<file path="src/hdl/greyscale_metalness_map_defines.svh">
// ----------------------------------------------------------------------------
// Greyscale metalness map assertion macros
// Concurrent assertion helpers, empty when synthesizing.
// ----------------------------------------------------------------------------
`ifndef GREYSCALE_METALNESS_MAP_DEFINES_SVH
`define GREYSCALE_METALNESS_MAP_DEFINES_SVH

`ifndef SYNTHESIS
// Same-cycle implication, clocked on clk and disabled in reset.
`define GMM_ASSERT_IMP(label, ante, cons) \
    label: assert property (@(posedge clk) disable iff (!rst_n) (ante) |-> (cons)) \
        else $error("greyscale_metalness_map: same-cycle check failed");
// Next-cycle implication, clocked on clk and disabled in reset.
`define GMM_ASSERT_NEXT(label, ante, cons) \
    label: assert property (@(posedge clk) disable iff (!rst_n) (ante) |=> (cons)) \
        else $error("greyscale_metalness_map: next-cycle check failed");
`else
`define GMM_ASSERT_IMP(label, ante, cons)
`define GMM_ASSERT_NEXT(label, ante, cons)
`endif

`endif

</file>
<file path="src/hdl/gmm_pkg.sv">
// ----------------------------------------------------------------------------
// Greyscale metalness map package
// Shared widths, constants, register indexes and the configuration struct.
// ----------------------------------------------------------------------------
package gmm_pkg;

    localparam int GREY_W   = 9;
    localparam int SCALED_W = 12;

    localparam logic [15:0] LUMA_WR    = 16'd19589;
    localparam logic [15:0] LUMA_WG    = 16'd38470;
    localparam logic [15:0] LUMA_WB    = 16'd7471;
    localparam logic [7:0]  FULL_LEVEL = 8'd255;

    localparam int CFG_IDX_W  = 3;
    localparam int CFG_DATA_W = 15;

    localparam logic [CFG_IDX_W-1:0] REG_SOURCE_SELECT = 3'd0;
    localparam logic [CFG_IDX_W-1:0] REG_SCALE_FACTOR  = 3'd1;
    localparam logic [CFG_IDX_W-1:0] REG_LEVEL_BIAS    = 3'd2;
    localparam logic [CFG_IDX_W-1:0] REG_BINARY_METAL  = 3'd3;
    localparam logic [CFG_IDX_W-1:0] REG_CUTOFF_ENABLE = 3'd4;
    localparam logic [CFG_IDX_W-1:0] REG_CUTOFF_LEVEL  = 3'd5;

    typedef struct packed {
        logic               source_select;
        logic [14:0]        scale_factor;
        logic signed [8:0]  level_bias;
        logic               binary_metal;
        logic               cutoff_enable;
        logic [7:0]         cutoff_level;
    } cfg_t;

endpackage

</file>
<file path="src/hdl/gmm_pix_if.sv">
// ----------------------------------------------------------------------------
// Pixel input channel
// Valid/ready channel carrying one albedo RGB triple and a displacement.
// ----------------------------------------------------------------------------
interface gmm_pix_if;
    logic        valid;
    logic        ready;
    logic [7:0]  red;
    logic [7:0]  green;
    logic [7:0]  blue;
    logic [16:0] displacement;

    modport source (output valid, output red, output green, output blue,
                    output displacement, input ready);
    modport sink   (input valid, input red, input green, input blue,
                    input displacement, output ready);
endinterface

</file>
<file path="src/hdl/gmm_res_if.sv">
// ----------------------------------------------------------------------------
// Result output channel
// Valid/ready channel carrying the level and metal bytes of one pixel.
// ----------------------------------------------------------------------------
interface gmm_res_if;
    logic       valid;
    logic       ready;
    logic [7:0] level;
    logic [7:0] metal;

    modport source (output valid, output level, output metal, input ready);
    modport sink   (input valid, input level, input metal, output ready);
endinterface

</file>
<file path="src/hdl/gmm_cfg.sv">
// ----------------------------------------------------------------------------
// Configuration registers
// Write-only register file for the six control registers.
// ----------------------------------------------------------------------------
module gmm_cfg (
    input  logic                          clk,
    input  logic                          rst_n,
    input  logic                          cfg_write,
    input  logic [gmm_pkg::CFG_IDX_W-1:0]  cfg_index,
    input  logic [gmm_pkg::CFG_DATA_W-1:0] cfg_data,
    output gmm_pkg::cfg_t                 cfg
);
    import gmm_pkg::*;

    cfg_t cfg_reg;
    cfg_t cfg_next;

    always_comb
    begin
        cfg_next = cfg_reg;
        if (cfg_write)
        begin
            unique case (cfg_index)
                REG_SOURCE_SELECT: cfg_next.source_select = cfg_data[0];
                REG_SCALE_FACTOR:  cfg_next.scale_factor  = cfg_data[14:0];
                REG_LEVEL_BIAS:    cfg_next.level_bias    = $signed(cfg_data[8:0]);
                REG_BINARY_METAL:  cfg_next.binary_metal  = cfg_data[0];
                REG_CUTOFF_ENABLE: cfg_next.cutoff_enable = cfg_data[0];
                REG_CUTOFF_LEVEL:  cfg_next.cutoff_level  = cfg_data[7:0];
                default:           cfg_next = cfg_reg;
            endcase
        end
    end

    always_ff @(posedge clk or negedge rst_n)
    begin
        if (!rst_n)
        begin
            cfg_reg.source_select <= 1'b0;
            cfg_reg.scale_factor  <= 15'd4096;
            cfg_reg.level_bias    <= 9'sd0;
            cfg_reg.binary_metal  <= 1'b0;
            cfg_reg.cutoff_enable <= 1'b0;
            cfg_reg.cutoff_level  <= FULL_LEVEL;
        end
        else
        begin
            cfg_reg <= cfg_next;
        end
    end

    assign cfg = cfg_reg;

endmodule

</file>
<file path="src/hdl/gmm_grey.sv">
// ----------------------------------------------------------------------------
// Grey source stage
// Forms the luma of the RGB triple or the scaled displacement, registered.
// ----------------------------------------------------------------------------
module gmm_grey (
    input  logic                       clk,
    input  logic                       rst_n,
    input  logic                       source_select,
    input  logic                       in_valid,
    output logic                       in_ready,
    input  logic [7:0]                 red,
    input  logic [7:0]                 green,
    input  logic [7:0]                 blue,
    input  logic [16:0]                displacement,
    output logic                       out_valid,
    input  logic                       out_ready,
    output logic [gmm_pkg::GREY_W-1:0] grey
);
    import gmm_pkg::*;

    logic              valid_reg;
    logic [GREY_W-1:0] grey_reg;
    logic [GREY_W-1:0] grey_next;
    logic [23:0]       luma_sum;
    logic [24:0]       disp_prod;
    logic              advance;

    // Luma weights sum to just under 65536, so the sum fits 24 bits.
    assign luma_sum  = 24'(red) * 24'(LUMA_WR) + 24'(green) * 24'(LUMA_WG)
                     + 24'(blue) * 24'(LUMA_WB);
    assign disp_prod = 25'(displacement) * 25'(FULL_LEVEL);

    always_comb
    begin
        if (source_select)
            grey_next = disp_prod[24:16];
        else
            grey_next = {1'b0, luma_sum[23:16]};
    end

    assign advance  = !valid_reg || out_ready;
    assign in_ready = advance;

    always_ff @(posedge clk or negedge rst_n)
    begin
        if (!rst_n)
            valid_reg <= 1'b0;
        else if (advance)
            valid_reg <= in_valid;
    end

    always_ff @(posedge clk)
    begin
        if (advance && in_valid)
            grey_reg <= grey_next;
    end

    assign out_valid = valid_reg;
    assign grey      = grey_reg;

endmodule

</file>
<file path="src/hdl/gmm_scale.sv">
// ----------------------------------------------------------------------------
// Scale stage
// Multiplies the grey value by the 1/4096 scale and truncates, registered.
// ----------------------------------------------------------------------------
module gmm_scale (
    input  logic                         clk,
    input  logic                         rst_n,
    input  logic [14:0]                  scale_factor,
    input  logic                         in_valid,
    output logic                         in_ready,
    input  logic [gmm_pkg::GREY_W-1:0]   grey,
    output logic                         out_valid,
    input  logic                         out_ready,
    output logic [gmm_pkg::SCALED_W-1:0] scaled
);
    import gmm_pkg::*;

    logic                valid_reg;
    logic [SCALED_W-1:0] scaled_reg;
    logic [23:0]         product;
    logic                advance;

    assign product  = 24'(grey) * 24'(scale_factor);
    assign advance  = !valid_reg || out_ready;
    assign in_ready = advance;

    always_ff @(posedge clk or negedge rst_n)
    begin
        if (!rst_n)
            valid_reg <= 1'b0;
        else if (advance)
            valid_reg <= in_valid;
    end

    always_ff @(posedge clk)
    begin
        if (advance && in_valid)
            scaled_reg <= product[23:12];
    end

    assign out_valid = valid_reg;
    assign scaled    = scaled_reg;

endmodule

</file>
<file path="src/hdl/gmm_level.sv">
// ----------------------------------------------------------------------------
// Level and metal stage
// Adds the bias, clamps to a byte and applies the cutoff and binary modes.
// ----------------------------------------------------------------------------
module gmm_level (
    input  logic                         clk,
    input  logic                         rst_n,
    input  gmm_pkg::cfg_t                cfg,
    input  logic                         in_valid,
    output logic                         in_ready,
    input  logic [gmm_pkg::SCALED_W-1:0] scaled,
    output logic                         out_valid,
    input  logic                         out_ready,
    output logic [7:0]                   level,
    output logic [7:0]                   metal
);
    import gmm_pkg::*;

    logic               valid_reg;
    logic [7:0]         level_reg;
    logic [7:0]         metal_reg;
    logic [7:0]         level_next;
    logic [7:0]         metal_next;
    logic signed [13:0] biased;
    logic               below;
    logic               advance;

    assign biased = $signed({2'b00, scaled}) + 14'(cfg.level_bias);

    always_comb
    begin
        priority if (biased < 14'sd0)
            level_next = 8'd0;
        else if (biased > $signed({6'd0, FULL_LEVEL}))
            level_next = FULL_LEVEL;
        else
            level_next = biased[7:0];
    end

    assign below = cfg.cutoff_level > level_next;

    always_comb
    begin
        priority if (cfg.cutoff_enable && cfg.binary_metal)
            metal_next = below ? FULL_LEVEL : 8'd0;
        else if (cfg.cutoff_enable)
            metal_next = below ? level_next : 8'd0;
        else if (cfg.binary_metal)
            metal_next = (level_next != 8'd0) ? FULL_LEVEL : 8'd0;
        else
            metal_next = level_next;
    end

    assign advance  = !valid_reg || out_ready;
    assign in_ready = advance;

    always_ff @(posedge clk or negedge rst_n)
    begin
        if (!rst_n)
            valid_reg <= 1'b0;
        else if (advance)
            valid_reg <= in_valid;
    end

    always_ff @(posedge clk)
    begin
        if (advance && in_valid)
        begin
            level_reg <= level_next;
            metal_reg <= metal_next;
        end
    end

    assign out_valid = valid_reg;
    assign level     = level_reg;
    assign metal     = metal_reg;

endmodule

</file>
<file path="src/hdl/greyscale_metalness_map.sv">
// A pixel beat is registered in turn by the grey source, scale and level stages.
// Throughput: one pixel per cycle unless stalled; each of the three stages (grey source,
// scale multiplier, bias/clamp/metal) holds one beat and refills as it drains.
// The last stage register is the output register, so a stalled result does
// not block earlier stages from filling their empty slots.
// Reset (rst_n, async, active low) empties the pipeline and loads register defaults.
// ----------------------------------------------------------------------------
// Greyscale metalness map
// Streams pixels into an 8-bit level (roughness) and a metalness byte.
// ----------------------------------------------------------------------------
`include "greyscale_metalness_map_defines.svh"

module greyscale_metalness_map (
    input  logic                          clk,
    input  logic                          rst_n,
    gmm_pix_if.sink                       pix,
    gmm_res_if.source                     res,
    input  logic                          cfg_write,
    input  logic [gmm_pkg::CFG_IDX_W-1:0]  cfg_index,
    input  logic [gmm_pkg::CFG_DATA_W-1:0] cfg_data
);
    import gmm_pkg::*;

    cfg_t                cfg;
    logic                grey_valid;
    logic                grey_ready;
    logic [GREY_W-1:0]   grey;
    logic                scaled_valid;
    logic                scaled_ready;
    logic [SCALED_W-1:0] scaled;

    gmm_cfg u_cfg (
        .clk       (clk),
        .rst_n     (rst_n),
        .cfg_write (cfg_write),
        .cfg_index (cfg_index),
        .cfg_data  (cfg_data),
        .cfg       (cfg)
    );

    gmm_grey u_grey (
        .clk           (clk),
        .rst_n         (rst_n),
        .source_select (cfg.source_select),
        .in_valid      (pix.valid),
        .in_ready      (pix.ready),
        .red           (pix.red),
        .green         (pix.green),
        .blue          (pix.blue),
        .displacement  (pix.displacement),
        .out_valid     (grey_valid),
        .out_ready     (grey_ready),
        .grey          (grey)
    );

    gmm_scale u_scale (
        .clk          (clk),
        .rst_n        (rst_n),
        .scale_factor (cfg.scale_factor),
        .in_valid     (grey_valid),
        .in_ready     (grey_ready),
        .grey         (grey),
        .out_valid    (scaled_valid),
        .out_ready    (scaled_ready),
        .scaled       (scaled)
    );

    gmm_level u_level (
        .clk       (clk),
        .rst_n     (rst_n),
        .cfg       (cfg),
        .in_valid  (scaled_valid),
        .in_ready  (scaled_ready),
        .scaled    (scaled),
        .out_valid (res.valid),
        .out_ready (res.ready),
        .level     (res.level),
        .metal     (res.metal)
    );

    // In binary mode the metal byte is either fully off or fully on.
    `GMM_ASSERT_IMP(a_binary_metal, res.valid && cfg.binary_metal, res.metal == 8'd0 || res.metal == FULL_LEVEL)
    // With cutoff on, any nonzero metal means the level sat below the cutoff.
    `GMM_ASSERT_IMP(a_cutoff_metal, res.valid && cfg.cutoff_enable && res.metal != 8'd0, res.level < cfg.cutoff_level)
    // With both modes off, metal follows the level exactly.
    `GMM_ASSERT_IMP(a_plain_metal, res.valid && !cfg.cutoff_enable && !cfg.binary_metal, res.metal == res.level)
    // A cutoff write lands in the register on the next cycle.
    `GMM_ASSERT_NEXT(a_cutoff_write, cfg_write && cfg_index == REG_CUTOFF_LEVEL, cfg.cutoff_level == $past(cfg_data[7:0]))

endmodule
</file>
<file path="src/flat_wrapper.sv">
// flat-port wrapper written by rule: the top's interface ports become plain ports
module greyscale_metalness_map_flat import gmm_pkg::*;
  (clk, rst_n, cfg_write, cfg_index, cfg_data, pix_valid, pix_red, pix_green, pix_blue, pix_displacement, pix_ready, res_valid, res_level, res_metal, res_ready);
  gmm_pix_if pix_i ();
  gmm_res_if res_i ();
  input  logic clk;
  input  logic rst_n;
  input  logic cfg_write;
  input  logic [gmm_pkg::CFG_IDX_W-1:0] cfg_index;
  input  logic [gmm_pkg::CFG_DATA_W-1:0] cfg_data;
  input wire logic [$bits(pix_i.valid)-1:0] pix_valid;
  input wire logic [$bits(pix_i.red)-1:0] pix_red;
  input wire logic [$bits(pix_i.green)-1:0] pix_green;
  input wire logic [$bits(pix_i.blue)-1:0] pix_blue;
  input wire logic [$bits(pix_i.displacement)-1:0] pix_displacement;
  output wire logic [$bits(pix_i.ready)-1:0] pix_ready;
  output wire logic [$bits(res_i.valid)-1:0] res_valid;
  output wire logic [$bits(res_i.level)-1:0] res_level;
  output wire logic [$bits(res_i.metal)-1:0] res_metal;
  input wire logic [$bits(res_i.ready)-1:0] res_ready;
  assign pix_i.valid = pix_valid;
  assign pix_i.red = pix_red;
  assign pix_i.green = pix_green;
  assign pix_i.blue = pix_blue;
  assign pix_i.displacement = pix_displacement;
  assign pix_ready = pix_i.ready;
  assign res_valid = res_i.valid;
  assign res_level = res_i.level;
  assign res_metal = res_i.metal;
  assign res_i.ready = res_ready;
  greyscale_metalness_map u_core (.clk(clk), .rst_n(rst_n), .pix(pix_i), .res(res_i), .cfg_write(cfg_write), .cfg_index(cfg_index), .cfg_data(cfg_data));
endmodule
</file>
<file path="config.mk">
export PLATFORM = sky130hd
export DESIGN_NAME = greyscale_metalness_map_flat
export DESIGN_NICKNAME = d
export VERILOG_FILES = /design/src/hdl/gmm_pkg.sv /design/src/hdl/gmm_pix_if.sv /design/src/hdl/gmm_res_if.sv /design/src/hdl/gmm_cfg.sv /design/src/hdl/gmm_grey.sv /design/src/hdl/gmm_scale.sv /design/src/hdl/gmm_level.sv /design/src/hdl/greyscale_metalness_map.sv /design/src/flat_wrapper.sv
export VERILOG_INCLUDE_DIRS = /design/src /design/src/hdl
export SDC_FILE = /design/constraint.sdc
export NUM_CORES = 1
export LEC_CHECK = 0
export BUFFER_PORTS_ARGS = -buffer_cell sky130_fd_sc_hd__buf_2
export CORE_AREA = 4 4 176 178
export DETAILED_ROUTE_END_ITERATION = 8
export DIE_AREA = 0 0 180 182
export PLACE_DENSITY = 0.78
export SLEW_MARGIN = 20
export SYNTH_ARGS = -nofsm -noshare
export SYNTH_HDL_FRONTEND = slang
export SYNTH_SLANG_ARGS = --single-unit
export TNS_END_PERCENT = 5
</file>
<file path="constraint.sdc">
create_clock -name clk -period 8.4 [get_ports clk]
set_clock_uncertainty 0.2 [all_clocks]
set_input_delay 1.26 -clock clk [delete_from_list [all_inputs] [get_ports clk]]
set_output_delay 1.26 -clock clk [all_outputs]
set_load 0.1 [all_outputs]
</file>
Yosys cells after proc, flatten, opt, wreduce, memory -nomap -nowiden
Index checks and enable logic that the tools add are counted.

storage, ports and cells
  register bits = 75
  bits of input ports = 64
  word-level logic and storage cells = 57

cells by class
  add/subtract/negate cells = 3
  $mul = 5
  magnitude comparators = 3
  eq/ne operators = 5
  mux-type cells = 9
  reductions and logical operators = 18

operators by type and width
  operator                                                        count
  2-to-1 mux 8 bit                                                9
  multiplier 8 x 15 -> 23 bit, second input constant              2
  multiplier 17 x 8 -> 25 bit, second input constant              1
  adder 23 x 24 -> 24 bit                                         1
  adder 24 x 21 -> 24 bit                                         1
  multiplier 9 x 15 -> 24 bit                                     1
  multiplier 8 x 13 -> 21 bit, second input constant              1
  adder 13 x 9 -> 14 bit                                          1
  greater-than comparator 14 x 9 -> 1 bit, second input constant  1
  less-than comparator 14 x 1 -> 1 bit, second input constant     1
  AND reduction 2 bit                                             6
  greater-than comparator 8 bit                                   1
  nonzero test 8 bit                                              1
  equality test 3 x 2 -> 1 bit, second input constant             2
  equality test 3 bit, second input constant                      2
  logical AND 1 bit                                               4
  equality test 3 x 1 -> 1 bit, second input constant             1
  logical NOT 1 bit                                               3
  logical NOT 3 bit                                               1
  logical OR 1 bit                                                3

Logic depth before layout (Yosys ltp)
  depth in word-level cells = 9
  gate-level depth with buffers = 31

Cells and area by module
A second synthesis with hierarchy kept.

second synthesis, totals
  cells, all modules = 1,674
  area, all modules = 16,617.2 sq um

modules (own cells, without submodules)
  module     times used  cells an instance  area an instance (sq um)  seq. area each (sq um)
  gmm_grey   1           903                8,998.6                   295.3
  gmm_scale  1           503                4,455.5                   385.4
  gmm_level  1           189                1,757.9                   505.5
  gmm_cfg    1           79                 1,405.1                   887.1

Least setup slack after synthesis
No wires, ideal clock.

  path kind = input-to-reg
  from = input pix_green[5]
  to = register u_core.u_grey.grey_reg[7], in the netlist u_core.u_grey.grey[7] (data pin)
  library setup time = 0.257 ns
  data arrival time = 7.822 ns
  required time = 7.943 ns
  setup slack = 0.121 ns
  stages = 29
  path buffers = 0
  cell sequence = ha_1 > inv_1 > fa_1 > fa_1 > inv_1 > ha_1 > and3b_1 > o21a_1 > o21ai_0 > a21boi_0 > o211ai_1 > nand3b_1 > xor2_1 > fa_1 > fa_1 > inv_1 > fa_1 > fa_1 > inv_1 > ha_1 > and3_1 > o21ai_0 > a21bo_2 > o211ai_1 > a311o_1 > a21oi_1 > xor2_1 > xnor2_1 > o21ai_1

on the way
  word-level cells in the longest chain between the ends = 4

ends and longest elaborated chain
  element                         line                RTL
  from (decl)                     flat_wrapper.sv:13  input wire logic [$bits(pix_i.green)-1:0] pix_green;
  multiplier 8 x 15 -> 23 bit     gmm_grey.sv:29      assign luma_sum = 24'(red) * 24'(LUMA_WR) + 24'(green) * 24'(LUMA_WG)
  adder 23 x 24 -> 24 bit         gmm_grey.sv:29
  adder 24 x 21 -> 24 bit         gmm_grey.sv:30      + 24'(blue) * 24'(LUMA_WB);
  2-to-1 mux 8 bit                gmm_grey.sv:35      if (source_select)
  net u_core.u_grey.grey_next[7]  gmm_grey.sv:23      logic [GREY_W-1:0] grey_next;
  to (signal assigned)            gmm_grey.sv:55      grey_reg <= grey_next;
  to (decl)                       gmm_grey.sv:22      logic [GREY_W-1:0] grey_reg;

The timed path passes the listed nets, and every way through them passes these cells.
A chain may end at the register's enable or synchronous reset.

Worst setup path in the final report
  from = input pix_green[6]
  to = register u_core.u_grey.grey_reg[7], in the netlist u_core.u_grey.grey[7] (data pin)

Same word-level chain as after synthesis.

==> impl_metrics.tcl <==
set metrics [dict create \
    crit_buf_inv 5 \
    hold_end "u_core.u_scale.out_valid" \
    numCtsBuffers 9 \
    fillers 2425 \
    synth_common_cells "392 x inv_1, 276 x fa_1, 262 x ha_1" \
    cap_violations 0 \
    cts-htree-levels 3 \
    rrSetupSlack_ns 2.63 \
    worstHoldPathCells 1 \
    synthTopCellsByArea "fa_1 35%, ha_1 20%, inv_1 9.2%" \
    grt_usage 0.2066 \
    cp_common_cell "fa_1" \
    vias 11010 \
    ys_types 82 \
    r2r-start "u_core.u_grey.grey[3]" \
    crit_family "adder cells" \
    dieArea_mm2 0.03276 \
    clock.fmax_ghz 0.1230 \
    grt_max_degree 39 \
    crit_type "in -> reg" \
    hold_violations 0 \
    synth_fa_ha_area_frac 0.5504 \
    crit_path_start "pix_green[6]" \
    pin_count 82 \
    diodes 0 \
    drc 0 \
    final_core_utilization 0.5900 \
    synth_top_family_by_area "adder cells" \
    cp.depth 30 \
    dieHeight_um 182 \
    grt_pass1_wl_mm 56.50 \
    min_period_ns 8.129 \
    fp.dieW_um 180 \
    rows 63 \
    cp_max_fo 4 \
    end_kind "flip-flop" \
    ys_warn_count 0 \
    r2r_end "u_core.u_scale.scaled[6]" \
    root_buffer "clkbuf_16" \
    clock_sinks 75 \
    clockBufferDepth 2 \
    setup_ws_ns 0.2705 \
    yosys_most_used_dff "edfxtp_1" \
    area.growth.synth_to_final_pct 8.456 \
    max-slew-margin-rel 0.2865 \
    fin_setup_tns_ns 0 \
    port_buffers 81 \
    grt_overflow 0 \
    drtIter0Drc 438 \
    drive_gt1_frac 0.1256 \
    gp_congestion 0.8720 \
    preCtsSetupSlack_ns -0.3990 \
    totalWireLength_mm 32.72 \
    synth_fp_nets 2194 \
    slowest_delay_ns 0.51 \
    nets 2285 \
    synth-compound-area-share 0.06978 \
    period_share 0.9678 \
    seq_area_mm2 0.002073 \
    startpoint_type "input pin" \
    synth_xor_area_frac 0.02628 \
    rr_worst_depth 16 \
    cp_data_required_time_ns 8.28 \
    synth-simple-area-share 0.09779 \
    start_util 0.5440 \
    hpwl_mm 28.31 \
    run_status "complete, no violations" \
    multi_input_area_mm2 0.01236 \
    grt_pass1_vias 12160 \
    antenna_found_initial 0 \
    cts.clk_slew.worst_paths_ns 0.06 \
    syn_avg_cell_area_um2 10.05 \
    cts_tree "built" \
    core-area_mm2 0.02940 \
    hold_class "reg -> reg" \
    antenna_left 0 \
    synth.most_common_cell "inv_1" \
    yosysTopAreaCell "fa_1" \
    largest_register_ff_count 35 \
    viasPerCell 5.300 \
    setup_viol 0 \
    ctsHoldBuffers 0 \
    slowest_stage "fa_1" \
    synth_enable_flop_cells 37 \
    synthMuxAreaShare 0.02527 \
    maxSlewViolCount 0 \
    synth-seq-cells 75 \
    worstPathArrival_ns 8.01 \
    synth_cells 1592 \
    fin_hold_ws_ns 0.2927 \
    synth.top_cell.area_share 0.3455 \
    syn_area_mm2 0.01599 \
    dr.pass1.iters 5 \
    worstMarginPinSlew_ns 1.069 \
    wl_per_cell_um 15.74 \
    synth_async_sr_flop_share 0.5067 \
    clock_latency_ns 0.35 \
    synth-seq-area-share 0.1296 \
    min_from "u_core.u_grey.out_valid" \
]
-- worst register-to-register path, delay by kind of cell, from the launching register on --
family	cells	cell delay (ns)
compound gates	4	0.98
xor+xnor	1	0.08
fa+ha+maj	5	2.29
buf+inv	2	0.10
flops	1	0.65
simple gates	4	1.22
-- metal layers --
metal  global-route usage  wire length [um]  vias to the layer above
li1                     -                 -                     5190
met1               0.2639             14000                     5499
met2               0.3721             16700                      253
met3              0.02845              1297                       71
met4              0.05242               712                        0
met5                    0                 0                        -
-- how the worst max path moves through the flow --
stage / endpoint / slack, ns
2_1_floorplan: u_core.u_grey.grey[7] / 0.12
3_3_place_gp: u_core.u_grey.grey[7] / -0.26
3_5_place_dp: u_core.u_grey.grey[7] / -0.40
4_1_cts: u_core.u_grey.grey[7] / 0.02
5_1_grt: u_core.u_grey.grey[7] / -0.007
6_report: u_core.u_grey.grey[7] / 0.27
-- cells in the final DEF, fill, tap and decap left out, types with 31 or more instances in the layout --
cell      synthesis  layout
inv_1           392     391
fa_1            276     275
ha_1            262     260
nand2_1         114     114
buf_2             2      81
and2_1           59      60
nor2_1           45      45
edfxtp_1         37      37
mux2_2           35      35
xnor2_1          32      32
a21oi_1          32      31
-- through the flow --
step / area (um2) / instances
4_1_cts: 17280 / 2075
3_5_place_dp: 16960 / 2058
5_1_grt: 17350 / 2078
3_3_place_gp: 16960 / 2058
6_report: 17350 / 2078
2_1_floorplan: 15990 / 1592
-- timing repair --
action | 4_1_cts | 5_1_grt
setup buffers | 1 | 3
endpoints found under the setup margin | 1 | 5
endpoints found under the hold margin | 0 | 0
pin swaps | 1 | 18
gates resized for setup | 1 | 13
-- cell families after synthesis --
group	Yosys count
simple gates	307
buf+inv	426
flops	75
mux	36
xor+xnor	48
compound gates	162
fa+ha+maj	538
-- final cells by class --
| cell class | instances | area share |
|---|---|---|
| clock buffers | 10 | 0.01378 |
| clock inverters | 6 | 0.003967 |
| inverters | 396 | 0.08569 |
| multi-input cells | 1091 | 0.7128 |
| flip-flops and latches | 75 | 0.1195 |
| well taps | 390 | 0.02813 |
| repair buffers | 110 | 0.03614 |
Power is not shown: default switching activity piles up to over one toggle a cycle in this logic, so the estimate is an artifact.
